### src/hw/rtl/rmts_pkg.sv
// ----------------------------------------------------------------------------
// rmts_pkg
// Shared types, codes and helpers for the rate-monotonic tick scheduler.
// ----------------------------------------------------------------------------
`default_nettype none

package rmts_pkg;

    // default number of task slots
    localparam int unsigned MAX_TASKS_DEF = 8;

    // request codes
    localparam logic REQ_LOAD = 1'b0;
    localparam logic REQ_TICK = 1'b1;

    // register indexes
    localparam logic CFG_TASK_COUNT = 1'b0;
    localparam logic CFG_RUN_LENGTH = 1'b1;

    // result kinds
    localparam logic [1:0] KIND_SEGMENT = 2'd0;
    localparam logic [1:0] KIND_LOST    = 2'd1;
    localparam logic [1:0] KIND_SUMMARY = 2'd2;

    // segment status codes
    localparam logic [2:0] SEG_FINISHED  = 3'd0;
    localparam logic [2:0] SEG_PREEMPTED = 3'd1;
    localparam logic [2:0] SEG_KILLED    = 3'd2;
    localparam logic [2:0] SEG_IDLE      = 3'd3;
    localparam logic [2:0] SEG_LOST      = 3'd4;

    // reset values of the registers
    localparam logic [3:0]  TASK_COUNT_RST = 4'd1;
    localparam logic [15:0] RUN_LENGTH_RST = 16'd100;

    typedef struct packed {
        logic        req_type;
        logic [2:0]  task_id;
        logic [15:0] task_period;
        logic [15:0] task_burst;
    } t_req;

    typedef struct packed {
        logic [1:0]  kind;
        logic [3:0]  task_ref;
        logic [2:0]  seg_status;
        logic [15:0] seg_units;
        logic [15:0] lost_total;
        logic [15:0] done_total;
        logic        killed_flag;
        logic        last;
    } t_res;

    // datapath operations
    typedef enum logic [3:0] {
        OP_NONE,
        OP_LOAD,
        OP_START,
        OP_REL,
        OP_SWITCH,
        OP_RUN,
        OP_ENDSEG,
        OP_SUM,
        OP_CLEAR,
        OP_FLUSH
    } t_op;

    typedef struct packed {
        t_op op;
    } t_cmd;

    typedef struct packed {
        logic cnt_zero;
        logic idx_last;
        logic time_over;
        logic run_over;
        logic best_v;
    } t_stat;

    // saturating increment
    function automatic logic [15:0] sat_inc(input logic [15:0] v);
        return (v == 16'hFFFF) ? v : v + 16'd1;
    endfunction

endpackage

`default_nettype wire

### src/hw/rtl/rate_monotonic_tick_scheduler.sv
// ----------------------------------------------------------------------------
// rate_monotonic_tick_scheduler
// Preemptive rate-monotonic scheduler stepped one tick per tick request item.
// ----------------------------------------------------------------------------
//  channel   handshake                     payload
//  request   start & !busy                 i_item   (t_req)
//  result    o_res_valid, one cycle        o_result (t_res)
//  config    i_cfg_valid & o_cfg_ready     i_cfg_index, i_cfg_data
//
//  a load is taken in the idle state; a tick walks accept, release scan of one
//  slot a cycle, switch, run step (skipped when no job is ready) and flush;
//  the end-of-run tick walks accept, segment, one summary a cycle, clear and
//  flush; task_count is capped at MAX_TASKS.
//  each result waits in a one-item hold until the next is formed or the flush,
//  so the last result of an item leaves in the cycle after the flush.
//  reset is synchronous and clears all job state; tables stay unwritten.
//  the receiver cannot stall; results are shown for exactly one cycle.
// ----------------------------------------------------------------------------
`default_nettype none

module rate_monotonic_tick_scheduler #(
    parameter int unsigned MAX_TASKS = rmts_pkg::MAX_TASKS_DEF
) (
    input  wire logic            i_clk,
    input  wire logic            i_rst_n,
    input  wire logic            start,
    output logic                 busy,
    input  wire rmts_pkg::t_req  i_item,
    output logic                 o_res_valid,
    output rmts_pkg::t_res       o_result,
    input  wire logic            i_cfg_valid,
    output logic                 o_cfg_ready,
    input  wire logic            i_cfg_index,
    input  wire logic [15:0]     i_cfg_data
);
    import rmts_pkg::*;

    t_cmd  cmd;
    t_stat stat;

    // controller
    rmts_ctrl u_ctrl (
        .i_clk      (i_clk),
        .i_rst_n    (i_rst_n),
        .start      (start),
        .i_req_type (i_item.req_type),
        .i_stat     (stat),
        .o_cmd      (cmd),
        .busy       (busy)
    );

    // datapath
    rmts_dp #(
        .MAX_TASKS (MAX_TASKS)
    ) u_dp (
        .i_clk       (i_clk),
        .i_rst_n     (i_rst_n),
        .i_cmd       (cmd),
        .i_item      (i_item),
        .i_cfg_we    (i_cfg_valid & o_cfg_ready),
        .i_cfg_index (i_cfg_index),
        .i_cfg_data  (i_cfg_data),
        .o_stat      (stat),
        .o_res_valid (o_res_valid),
        .o_result    (o_result)
    );

    assign o_cfg_ready = ~busy;

endmodule

`default_nettype wire

### src/hw/rtl/rmts_ctrl.sv
// ----------------------------------------------------------------------------
// rmts_ctrl
// Sequencer: walks release scan, switch, run step, end report and flush.
// ----------------------------------------------------------------------------
`default_nettype none

module rmts_ctrl (
    input  wire logic           i_clk,
    input  wire logic           i_rst_n,
    input  wire logic           start,
    input  wire logic           i_req_type,
    input  wire rmts_pkg::t_stat i_stat,
    output rmts_pkg::t_cmd      o_cmd,
    output logic                busy
);
    import rmts_pkg::*;

    typedef enum logic [7:0] {
        ST_IDLE   = 8'b0000_0001,
        ST_REL    = 8'b0000_0010,
        ST_SWITCH = 8'b0000_0100,
        ST_RUN    = 8'b0000_1000,
        ST_ENDSEG = 8'b0001_0000,
        ST_SUM    = 8'b0010_0000,
        ST_CLEAR  = 8'b0100_0000,
        ST_FLUSH  = 8'b1000_0000
    } t_state;

    t_state r_state, n_state;

    // next state and command
    always_comb begin
        n_state  = r_state;
        o_cmd.op = OP_NONE;
        case (r_state)
            ST_IDLE: begin
                if (start) begin
                    if (i_req_type == REQ_LOAD) begin
                        o_cmd.op = OP_LOAD;
                    end else if (!i_stat.run_over) begin
                        o_cmd.op = OP_START;
                        if (i_stat.time_over) n_state = ST_ENDSEG;
                        else if (i_stat.cnt_zero) n_state = ST_SWITCH;
                        else n_state = ST_REL;
                    end
                end
            end
            ST_REL: begin
                o_cmd.op = OP_REL;
                if (i_stat.idx_last) n_state = ST_SWITCH;
            end
            ST_SWITCH: begin
                o_cmd.op = OP_SWITCH;
                n_state  = i_stat.best_v ? ST_RUN : ST_FLUSH;
            end
            ST_RUN: begin
                o_cmd.op = OP_RUN;
                n_state  = ST_FLUSH;
            end
            ST_ENDSEG: begin
                o_cmd.op = OP_ENDSEG;
                n_state  = i_stat.cnt_zero ? ST_CLEAR : ST_SUM;
            end
            ST_SUM: begin
                o_cmd.op = OP_SUM;
                if (i_stat.idx_last) n_state = ST_CLEAR;
            end
            ST_CLEAR: begin
                o_cmd.op = OP_CLEAR;
                n_state  = ST_FLUSH;
            end
            ST_FLUSH: begin
                o_cmd.op = OP_FLUSH;
                n_state  = ST_IDLE;
            end
            default: n_state = ST_IDLE;
        endcase
    end

    always_ff @(posedge i_clk) begin
        if (!i_rst_n) r_state <= ST_IDLE;
        else r_state <= n_state;
    end

    assign busy = (r_state != ST_IDLE);

    // every tick item that starts the sequence ends in a flush, which returns to idle
    a_flush_to_idle: assert property (@(posedge i_clk) disable iff (!i_rst_n)
        r_state == ST_FLUSH |=> r_state == ST_IDLE)
        else $error("flush not followed by idle");
    a_run_after_switch: assert property (@(posedge i_clk) disable iff (!i_rst_n)
        r_state == ST_RUN |-> $past(r_state) == ST_SWITCH)
        else $error("run step without switch");
    a_sum_end: assert property (@(posedge i_clk) disable iff (!i_rst_n)
        r_state == ST_CLEAR |-> ($past(r_state) == ST_SUM || $past(r_state) == ST_ENDSEG))
        else $error("clear outside end report");

endmodule

`default_nettype wire

### src/hw/rtl/rmts_dp.sv
// ----------------------------------------------------------------------------
// rmts_dp
// Datapath: task tables, job state, counters, slot scan and result holding.
// ----------------------------------------------------------------------------
`default_nettype none

module rmts_dp #(
    parameter int unsigned MAX_TASKS = rmts_pkg::MAX_TASKS_DEF
) (
    input  wire logic            i_clk,
    input  wire logic            i_rst_n,
    input  wire rmts_pkg::t_cmd  i_cmd,
    input  wire rmts_pkg::t_req  i_item,
    input  wire logic            i_cfg_we,
    input  wire logic            i_cfg_index,
    input  wire logic [15:0]     i_cfg_data,
    output rmts_pkg::t_stat      o_stat,
    output logic                 o_res_valid,
    output rmts_pkg::t_res       o_result
);
    import rmts_pkg::*;

    localparam int unsigned IW = (MAX_TASKS > 1) ? $clog2(MAX_TASKS) : 1;
    localparam int unsigned CW = $clog2(MAX_TASKS + 1);
    localparam logic [3:0] IDLE_REF = 4'(MAX_TASKS);

    // task tables, written by loads only
    logic [15:0] r_period [MAX_TASKS];
    logic [15:0] r_burst  [MAX_TASKS];
    // job state
    logic [15:0] r_cd     [MAX_TASKS];
    logic [15:0] r_rem    [MAX_TASKS];
    logic        r_pend   [MAX_TASKS];
    logic [15:0] r_lost   [MAX_TASKS];
    logic [15:0] r_done   [MAX_TASKS];

    logic [3:0]  r_task_count;
    logic [15:0] r_run_length;
    logic [15:0] r_time;
    logic        r_run_v;
    logic [IW-1:0] r_run_idx;
    logic [15:0] r_seg;
    logic        r_run_over;
    logic [IW-1:0] r_idx;
    logic        r_best_v;
    logic [IW-1:0] r_best_idx;
    logic [15:0] r_best_per;
    logic        r_hold_v;
    t_res        r_hold;
    logic        r_strobe;
    t_res        r_out;

    logic [CW-1:0] cnt;
    logic [15:0] cd, per, bur, rem_dec;
    logic        pend, is_run, pend_new, fire, switch_diff;
    logic [IW-1:0] load_idx;
    logic        emit_v;
    t_res        emit_r;

    // active slot count and scan status
    assign cnt = (32'(r_task_count) > MAX_TASKS) ? CW'(MAX_TASKS) : CW'(r_task_count);
    assign o_stat.cnt_zero  = (cnt == '0);
    assign o_stat.idx_last  = ((CW'(r_idx) + CW'(1)) == cnt);
    assign o_stat.time_over = (r_time >= r_run_length);
    assign o_stat.run_over  = r_run_over;
    assign o_stat.best_v    = r_best_v;

    // slot under the scan index
    assign cd      = r_cd[r_idx];
    assign per     = r_period[r_idx];
    assign bur     = r_burst[r_idx];
    assign pend    = r_pend[r_idx];
    assign rem_dec = r_rem[r_idx] - 16'd1;
    assign is_run  = r_run_v && (r_run_idx == r_idx);
    assign fire    = (cd == 16'd0);
    assign pend_new = fire ? (bur != 16'd0) : pend;
    assign switch_diff = (r_best_v != r_run_v) || (r_best_v && (r_best_idx != r_run_idx));
    assign load_idx = IW'(i_item.task_id);

    // result produced by the current operation
    always_comb begin
        emit_v = 1'b0;
        emit_r = '0;
        case (i_cmd.op)
            OP_REL: begin
                if (fire && pend) begin
                    emit_v = 1'b1;
                    emit_r.kind = KIND_LOST;
                    emit_r.task_ref = 4'(r_idx);
                    emit_r.seg_status = SEG_LOST;
                    emit_r.seg_units = is_run ? r_seg : 16'd0;
                end
            end
            OP_SWITCH: begin
                if (switch_diff && (r_seg != 16'd0)) begin
                    emit_v = 1'b1;
                    emit_r.kind = KIND_SEGMENT;
                    emit_r.task_ref = r_run_v ? 4'(r_run_idx) : IDLE_REF;
                    emit_r.seg_status = r_run_v ? SEG_PREEMPTED : SEG_IDLE;
                    emit_r.seg_units = r_seg;
                end
            end
            OP_RUN: begin
                if (rem_dec == 16'd0) begin
                    emit_v = 1'b1;
                    emit_r.kind = KIND_SEGMENT;
                    emit_r.task_ref = 4'(r_idx);
                    emit_r.seg_status = SEG_FINISHED;
                    emit_r.seg_units = r_seg;
                end
            end
            OP_ENDSEG: begin
                if (r_run_v || (r_seg != 16'd0)) begin
                    emit_v = 1'b1;
                    emit_r.kind = KIND_SEGMENT;
                    emit_r.task_ref = r_run_v ? 4'(r_run_idx) : IDLE_REF;
                    emit_r.seg_status = r_run_v ? SEG_KILLED : SEG_IDLE;
                    emit_r.seg_units = r_seg;
                end
            end
            OP_SUM: begin
                emit_v = 1'b1;
                emit_r.kind = KIND_SUMMARY;
                emit_r.task_ref = 4'(r_idx);
                emit_r.seg_status = SEG_FINISHED;
                emit_r.lost_total = r_lost[r_idx];
                emit_r.done_total = r_done[r_idx];
                emit_r.killed_flag = pend;
            end
            default: emit_v = 1'b0;
        endcase
    end

    // configuration registers
    always_ff @(posedge i_clk) begin
        if (!i_rst_n) begin
            r_task_count <= TASK_COUNT_RST;
            r_run_length <= RUN_LENGTH_RST;
        end else if (i_cfg_we) begin
            if (i_cfg_index == CFG_TASK_COUNT) r_task_count <= i_cfg_data[3:0];
            else r_run_length <= i_cfg_data;
        end
    end

    // task tables
    always_ff @(posedge i_clk) begin
        if (i_cmd.op == OP_LOAD && 32'(i_item.task_id) < MAX_TASKS) begin
            r_period[load_idx] <= i_item.task_period;
            r_burst[load_idx]  <= i_item.task_burst;
        end
    end

    // scheduler state
    always_ff @(posedge i_clk) begin
        if (!i_rst_n) begin
            for (int i = 0; i < MAX_TASKS; i++) begin
                r_cd[i]   <= '0;
                r_rem[i]  <= '0;
                r_pend[i] <= 1'b0;
                r_lost[i] <= '0;
                r_done[i] <= '0;
            end
            r_time     <= '0;
            r_run_v    <= 1'b0;
            r_run_idx  <= '0;
            r_seg      <= '0;
            r_run_over <= 1'b0;
            r_idx      <= '0;
            r_best_v   <= 1'b0;
            r_best_idx <= '0;
            r_best_per <= '0;
        end else begin
            case (i_cmd.op)
                OP_LOAD: begin
                    if (32'(i_item.task_id) < MAX_TASKS) r_cd[load_idx] <= '0;
                end
                OP_START: begin
                    r_idx    <= '0;
                    r_best_v <= 1'b0;
                end
                OP_REL: begin
                    if (!fire) begin
                        r_cd[r_idx] <= cd - 16'd1;
                    end else begin
                        r_cd[r_idx] <= (per == 16'd0) ? 16'd0 : per - 16'd1;
                        if (pend) begin
                            r_lost[r_idx] <= sat_inc(r_lost[r_idx]);
                            if (is_run) begin
                                r_run_v <= 1'b0;
                                r_seg   <= '0;
                            end
                        end
                        if (bur == 16'd0) r_done[r_idx] <= sat_inc(r_done[r_idx]);
                        else r_rem[r_idx] <= bur;
                    end
                    r_pend[r_idx] <= pend_new;
                    if (pend_new && (!r_best_v || per < r_best_per)) begin
                        r_best_v   <= 1'b1;
                        r_best_idx <= r_idx;
                        r_best_per <= per;
                    end
                    r_idx <= r_idx + IW'(1);
                end
                OP_SWITCH: begin
                    if (switch_diff) begin
                        r_run_v   <= r_best_v;
                        r_run_idx <= r_best_idx;
                        r_seg     <= 16'd1;
                    end else begin
                        r_seg <= sat_inc(r_seg);
                    end
                    r_idx <= r_best_idx;
                    if (!r_best_v) r_time <= sat_inc(r_time);
                end
                OP_RUN: begin
                    r_rem[r_idx] <= rem_dec;
                    if (rem_dec == 16'd0) begin
                        r_done[r_idx] <= sat_inc(r_done[r_idx]);
                        r_pend[r_idx] <= 1'b0;
                        r_run_v <= 1'b0;
                        r_seg   <= '0;
                    end
                    r_time <= sat_inc(r_time);
                end
                OP_ENDSEG: r_idx <= '0;
                OP_SUM: r_idx <= r_idx + IW'(1);
                OP_CLEAR: begin
                    for (int i = 0; i < MAX_TASKS; i++) begin
                        r_pend[i] <= 1'b0;
                        r_rem[i]  <= '0;
                    end
                    r_run_v    <= 1'b0;
                    r_seg      <= '0;
                    r_run_over <= 1'b1;
                end
                default: r_idx <= r_idx;
            endcase
        end
    end

    // one-item hold so the final item of a request can carry last
    always_ff @(posedge i_clk) begin
        if (!i_rst_n) begin
            r_hold_v <= 1'b0;
            r_strobe <= 1'b0;
        end else begin
            r_strobe <= 1'b0;
            if (emit_v) begin
                r_hold_v <= 1'b1;
                r_strobe <= r_hold_v;
            end else if (i_cmd.op == OP_FLUSH) begin
                r_hold_v <= 1'b0;
                r_strobe <= r_hold_v;
            end
        end
    end

    always_ff @(posedge i_clk) begin
        if (emit_v) begin
            r_hold <= emit_r;
            r_out  <= {r_hold[$bits(t_res)-1:1], 1'b0};
        end else if (i_cmd.op == OP_FLUSH) begin
            r_out <= {r_hold[$bits(t_res)-1:1], 1'b1};
        end
    end

    assign o_res_valid = r_strobe;
    assign o_result    = r_out;

    // the running job is always a pending job with work left
    a_run_pending: assert property (@(posedge i_clk) disable iff (!i_rst_n)
        r_run_v |-> (r_pend[r_run_idx] && r_rem[r_run_idx] != 16'd0))
        else $error("running slot has no pending work");
    a_over_idle: assert property (@(posedge i_clk) disable iff (!i_rst_n)
        r_run_over |-> !r_run_v)
        else $error("job running after end of run");
    a_flush_empties: assert property (@(posedge i_clk) disable iff (!i_rst_n)
        i_cmd.op == OP_FLUSH |=> !r_hold_v)
        else $error("hold not emptied by flush");

endmodule

`default_nettype wire

### config.mk
export PLATFORM = sky130hd
export DESIGN_NAME = rate_monotonic_tick_scheduler
export DESIGN_NICKNAME = d
export VERILOG_FILES = /design/src/hw/rtl/rmts_pkg.sv /design/src/hw/rtl/rate_monotonic_tick_scheduler.sv /design/src/hw/rtl/rmts_ctrl.sv /design/src/hw/rtl/rmts_dp.sv
export SDC_FILE = /design/constraint.sdc
export NUM_CORES = 1
export LEC_CHECK = 0
export CAP_MARGIN = 20
export CORE_MARGIN = 5
export CORE_UTILIZATION = 50
export DETAILED_ROUTE_END_ITERATION = 6
export DONT_BUFFER_PORTS = 1
export PLACE_DENSITY_LB_ADDON = 0.05
export SLEW_MARGIN = 20
export SYNTH_ARGS = -nofsm -noshare
export SYNTH_HDL_FRONTEND = slang
export SYNTH_HIERARCHICAL = 1
export SYNTH_SLANG_ARGS = --single-unit
### constraint.sdc
create_clock -name i_clk -period 15.35 [get_ports i_clk]
set_input_delay 1.535 -clock i_clk [delete_from_list [all_inputs] [get_ports i_clk]]
set_output_delay 1.535 -clock i_clk [all_outputs]
set_load 0.02 [all_outputs]
Yosys cells after proc, flatten, opt, wreduce, memory -nomap -nowiden. Memory sizes are Yosys's and may differ from the RTL's. A register that Yosys moved wholly into a read port is not among the register bits. Cells that the tools add are included.

Muxes and demuxes: 151. Bitwise logic cells: 23. $add $sub $neg: 9. Reductions and logical operators: 39. Order comparisons: 3. Equal/unequal tests: 39.

Operators with widths (number): $mux 16 (28); $pmux 16 s4 (2); $mux 59 (2); $reduce_or 16->1 (5); $mux 1 (72); $add 16x1->16 const B (4); $eq 16x16->1 const B (4); $logic_not 16->1 (4); $mux 3 (21); $mux 8 (7); $pmux 8 s6 (1); $sub 16x1->16 const B (3); $mux 23 (2); $pmux 9 s5 (1); $pmux 16 s2 (1); $pmux 4 s8 (1); $reduce_bool 16->1 (2); $mux 24 (1); $mux 22 (1); $or 1x1->1 (20); $eq 4x3->1 const B (4); $ge 16x16->1 (1); $lt 16x16->1 (1); $mux 4 (4); other kinds (42) (72).

Output and inout bits: 62. Bits of input ports: 57. Memory bits (writable): 776. Memories: 7. Logic and storage cells: 300. Register bits: 207.

Memory list: u_dp.r_burst (depth 8, bits a word 16, rd ports 1, clocked after Yosys merged registers in 1, wr ports 1, RTL line rmts_dp.sv:29) `logic [15:0] r_burst [MAX_TASKS];`; u_dp.r_cd (depth 8, bits a word 16, rd ports 1, clocked after Yosys merged registers in 1, wr ports 8, RTL line rmts_dp.sv:31) `logic [15:0] r_cd [MAX_TASKS];`; u_dp.r_done (depth 8, bits a word 16, rd ports 1, clocked after Yosys merged registers in 1, wr ports 8, RTL line rmts_dp.sv:35) `logic [15:0] r_done [MAX_TASKS];`; u_dp.r_lost (depth 8, bits a word 16, rd ports 1, clocked after Yosys merged registers in 1, wr ports 8, RTL line rmts_dp.sv:34) `logic [15:0] r_lost [MAX_TASKS];`; u_dp.r_period (depth 8, bits a word 16, rd ports 1, clocked after Yosys merged registers in 1, wr ports 1, RTL line rmts_dp.sv:28) `logic [15:0] r_period [MAX_TASKS];`; u_dp.r_rem (depth 8, bits a word 16, rd ports 1, clocked after Yosys merged registers in 1, wr ports 8, RTL line rmts_dp.sv:32) `logic [15:0] r_rem [MAX_TASKS];`; +1 memories.

Logic depth before layout (Yosys ltp).
Word-level depth: 11. Depth in mapped cells: 25. Gate-level depth less buffers: 14.

Hierarchy. Netlist, hierarchy kept.

Modules (own cells, without submodules): rmts_dp (instances 1, area an instance 43123.9 um^2, cells an instance 3055, seq. area each 28397.2 um^2); rmts_ctrl (instances 1, area an instance 635.6 um^2, cells an instance 76, seq. area each 160.2 um^2); rate_monotonic_tick_scheduler (instances 1, area an instance 10.0 um^2, cells an instance 2, seq. area each 0.0 um^2).

Worst setup path before layout. No wires, ideal clock.

Path kind: register to register. Start: reg with a tool-made name. End: reg u_dp.r_out, in the netlist u_dp/o_result[10], enable pin. Arrival time: 6445 ps. Path slack: 8464 ps. Data required time: 14909 ps. Cell stages (with the launch flop): 21. Buffers on the path: 10. Cell sequence: dfxtp_1 -> buf_2 -> buf_4 -> buf_2 -> buf_2 -> buf_4 -> buf_2 -> buf_2 -> buf_1 -> buf_4 -> mux4_2 -> mux2i_1 -> ha_1 -> nor4b_1 -> nand4b_1 -> xor2_1 -> a2111oi_0 -> and4b_1 -> and3_1 -> or4_4 -> clkbuf_1.

RTL lines: end signal, assigned (RTL line rmts_dp.sv:261) `r_out <= {r_hold[$bits(t_res)-1:1], 1'b0};`; end signal, assigned (RTL line rmts_dp.sv:263) `r_out <= {r_hold[$bits(t_res)-1:1], 1'b1};`; end, declared (RTL line rmts_dp.sv:51) `t_res r_out;`.

==> impl_metrics.ini <==
[status]
status = completed

[drt]
dr_wl_met2_mm = 50.2
wl_met1_mm = 46.8
via_per_inst = 5.99
drc = 0
routed_wl_mm = 108
firstDrtPassIters = 6
top_layer_used = met4
drt_iter0_drc = 2468
route.met3.wl_mm = 8.84
wire_per_inst_um = 24.8
vias = 26100
drtAntennaViolNets = 0

[die]
rows = 108
dieArea_mm2 = 0.0936
core_area_mm2 = 0.0869
pin_count = 119
die_h_um = 306
initial_utilization_pct = 50.4
chipWidth_um = 306

[grt]
grt_pass1_wl_mm = 163
antenna_found_initial = 0
grt_usage_pct = 22.8
grt_start_max_net_pins = 84
gr-total-overflow = 0
grt_pass1_vias = 25800

[critical_path]
worst_setup_path_end_kind = flop
start_kind = flop
cpMaxStageDelayCell = nand2_1
crit_required_ns = 15.62
worst_path_largest_cell_delay_ns = 0.99
rrSetupSlack_ns = 8.61
worstPathMaxFanout = 43
path_buf_inv = 1
crit_top_cell = nand2_1
critPathArrivalTime_ns = 7.01
crit_family = simple AND/OR/NAND/NOR gates
crit_type = flop to flop
path_cells = buf_4 -> mux4_2 -> mux2i_1 -> ha_1 -> o2111ai_1 -> nor2_1 -> nand3_1 -> nor4_2 -> nand2_1 -> nand2_1

[logic_synthesis]
postSynthNetCount = 3232
yosysMostFrequentCell = edfxtp_1
synth_top_cell_by_area = edfxtp_1
yosysSeqAreaShare_pct = 65.2
synth_cells = 3133
synth_cell_types = 83
synth_edf_count = 885
syn_avg_cell_area_um2 = 14.0
ys_seq_elements = 984
async_flop_share_pct = 0
synth.top_cell.area_share_pct = 60.7
synth_area_mm2 = 0.0438
synth-main-ff-cell = edfxtp_1
synth_commonest_cells = 885 x edfxtp_1, 670 x nor2_1, 194 x mux4_2
ys_top_cells_by_area = edfxtp_1 61%, mux4_2 10%, nor2_1 5.7%
ys_warn_count = 6

[clocking]
cts_tree = done
cts_buffers = 102
clockRootBuffer = clkbuf_16
ctsHoldBuffers = 0
h-tree-depth = 3
clock_latency_ns = 0.65
clock_path_buffers = 3
ctsResizeCount = 0
cts.reportedPaths.clkPinSlew_ns = 0.06
postCtsSetupBuffers = 0
cts_sinks = 984

[timing]
fin_setup_tns_ns = 0
post-route-period-util_pct = 43.9
setup_viol = 0
slew-limit-headroom_pct = 18.0
drv_slew = 0
fmax_mhz = 148
fin_crit_ns = 6.74
finClkSkew_ns = 0.0268
rsz0062_at_grt = false
hold_viol = 0
worst-slew-pin-transition_ns = 1.22

[power]
clkPwrFrac_pct = 41.0
ir_drop_v = 0.000106
p_per_area_mw_per_mm2 = 123
switching_share_pct = 23.0
leakage_nw = 16.0
p_comb_share_pct = 8.2
pwr-share-seq_pct = 50.8
p_switching_w = 0.00136
p_int_w = 0.00456

[min_path]
hold_class = flop to flop
hp-start = u_dp/r_run_length[13]

[cells_and_area]
n_antenna_cell = 0
fin_nets = 3211
layout.cells.non_filler = 4352
final_area_mm2 = 0.0482
fin_util_pct = 55.5
syn2layout_area_growth_pct = 10.1
n_fill_cell = 7056
drive_above_1_share_pct = 14.8

[place]
routabilityCongestion = 0.934
dp_cells = 4163
numPortBuffers = 0
placed_cell_area_mm2 = 0.0448
place_hpwl_mm = 70.7

[job]
maxCapViolCount = 0
## path summary, 6_finish.rpt
kind	cells after the start	endpoint
worst max-delay path	10	u_dp/r_lost[1][0]
worst min-delay path	2	u_dp/r_run_length[13]
worst max register to register	10	u_dp/r_lost[1][0]
worst min register to register	2	u_dp/r_run_length[13]
## flip-flops by register name (all words and copies together) (netlist names), named ones only
name               cells
u_dp/r_burst         128
u_dp/r_cd            128
u_dp/r_done          128
u_dp/r_lost          128
u_dp/r_period        128
u_dp/r_rem           128
u_dp/o_result         58
u_dp/r_hold           57
u_dp/r_best_per       16
u_dp/r_run_length     16
u_dp/r_seg            16
u_dp/r_time           16
u_ctrl/r_state         8
u_dp/r_pend            8
u_dp/r_task_count      4
u_dp/r_best_idx        3
u_dp/r_idx             3
u_dp/r_run_idx         3
u_dp/o_res_valid       1
u_dp/r_best_v          1
u_dp/r_hold_v          1
u_dp/r_run_over        1
u_dp/r_run_v           1
## worst register-to-register path, cell delays in order, from the launching register on
cell and delay, ns:
dfxtp_4 0.91, buf_4 0.72, mux4_2 0.60, mux2i_1 0.25
ha_1 0.25, o2111ai_1 0.23, nor2_1 0.36, nand3_1 0.35
nor4_2 0.92, nand2_1 0.79, nand2_1 0.99
## power groups by stage
stage,Combinational [W],Sequential [W],Clock [W]
final,0.000489,0.00301,0.00243
after global placement,0.000479,0.00306,0
after floorplan,0.000358,0.00304,0
after detailed placement,0.000483,0.00307,0
after global routing,0.000522,0.00301,0.00261
after CTS,0.000486,0.00301,0.00248
## layout by cell type (no fill, tap or decap), types with 13 or more instances in the layout
master       n
a21o_1      23
a21oi_1     54
and2_1      89
and3_1      21
buf_4       36
clkbuf_1    19
clkbuf_16  104
clkinv_1    24
clkinv_2    18
dfxtp_1     96
edfxtp_1   885
ha_1        42
inv_1       60
mux2_2      24
mux2i_1     92
mux4_2     194
nand2_1    175
nand2b_1    21
nand3_1     47
nand4_1     21
nor2_1     664
nor2b_1     19
nor3_1      51
nor4_1      18
o21ai_0     46
o21ai_1     20
o31ai_1     28
or3_1       13
or4_1       17
xnor2_1     38
xor2_1      39
## per-layer routing
layer	track usage, %	vias up
li1	-	11600
met1	33.4	13300
met2	35.9	1041
met3	4.26	148
met4	5.67	0
met5	0	-
## cells by family (layout without fill, tap and decap cells)
family                   count (synthesis)  in the layout  share of synthesized area, %
adder cells (fa/ha/maj)                 42             42                          1.20
flip-flops                             984            984                          65.2
AO/OA/AOI/OAI                          254            254                          3.89
multiplexers                           310            310                          12.7
XOR/XNOR                                80             80                          1.60
buffers and inverters                  226            290                          2.40
AND/OR/NAND/NOR                       1237           1237                          13.0
## layout make-up
cell class              instances  area, um^2  share of cell area (%)
clock inverters                58         533                    1.11
repair buffers                 38         310                   0.644
well taps                    1155        1450                    3.00
multi-input cells            1923       14300                    29.7
inverters                      63         239                   0.496
flip-flops and latches        984       28600                    59.3
clock buffers                 131        2780                    5.78
## stage by stage
stage	worst slack [ns]	hold WS [ns]	power, W
final	8.61	0.458	0.00593
after global routing	8.16	0.484	0.00614
after CTS	8.56	0.460	0.00598
after detailed placement	8.53	0.451	0.00355
after global placement	8.51	0.446	0.00354
after floorplan	8.46	0.436	0.00340
Note: power is estimated with default switching activity, not from simulation.
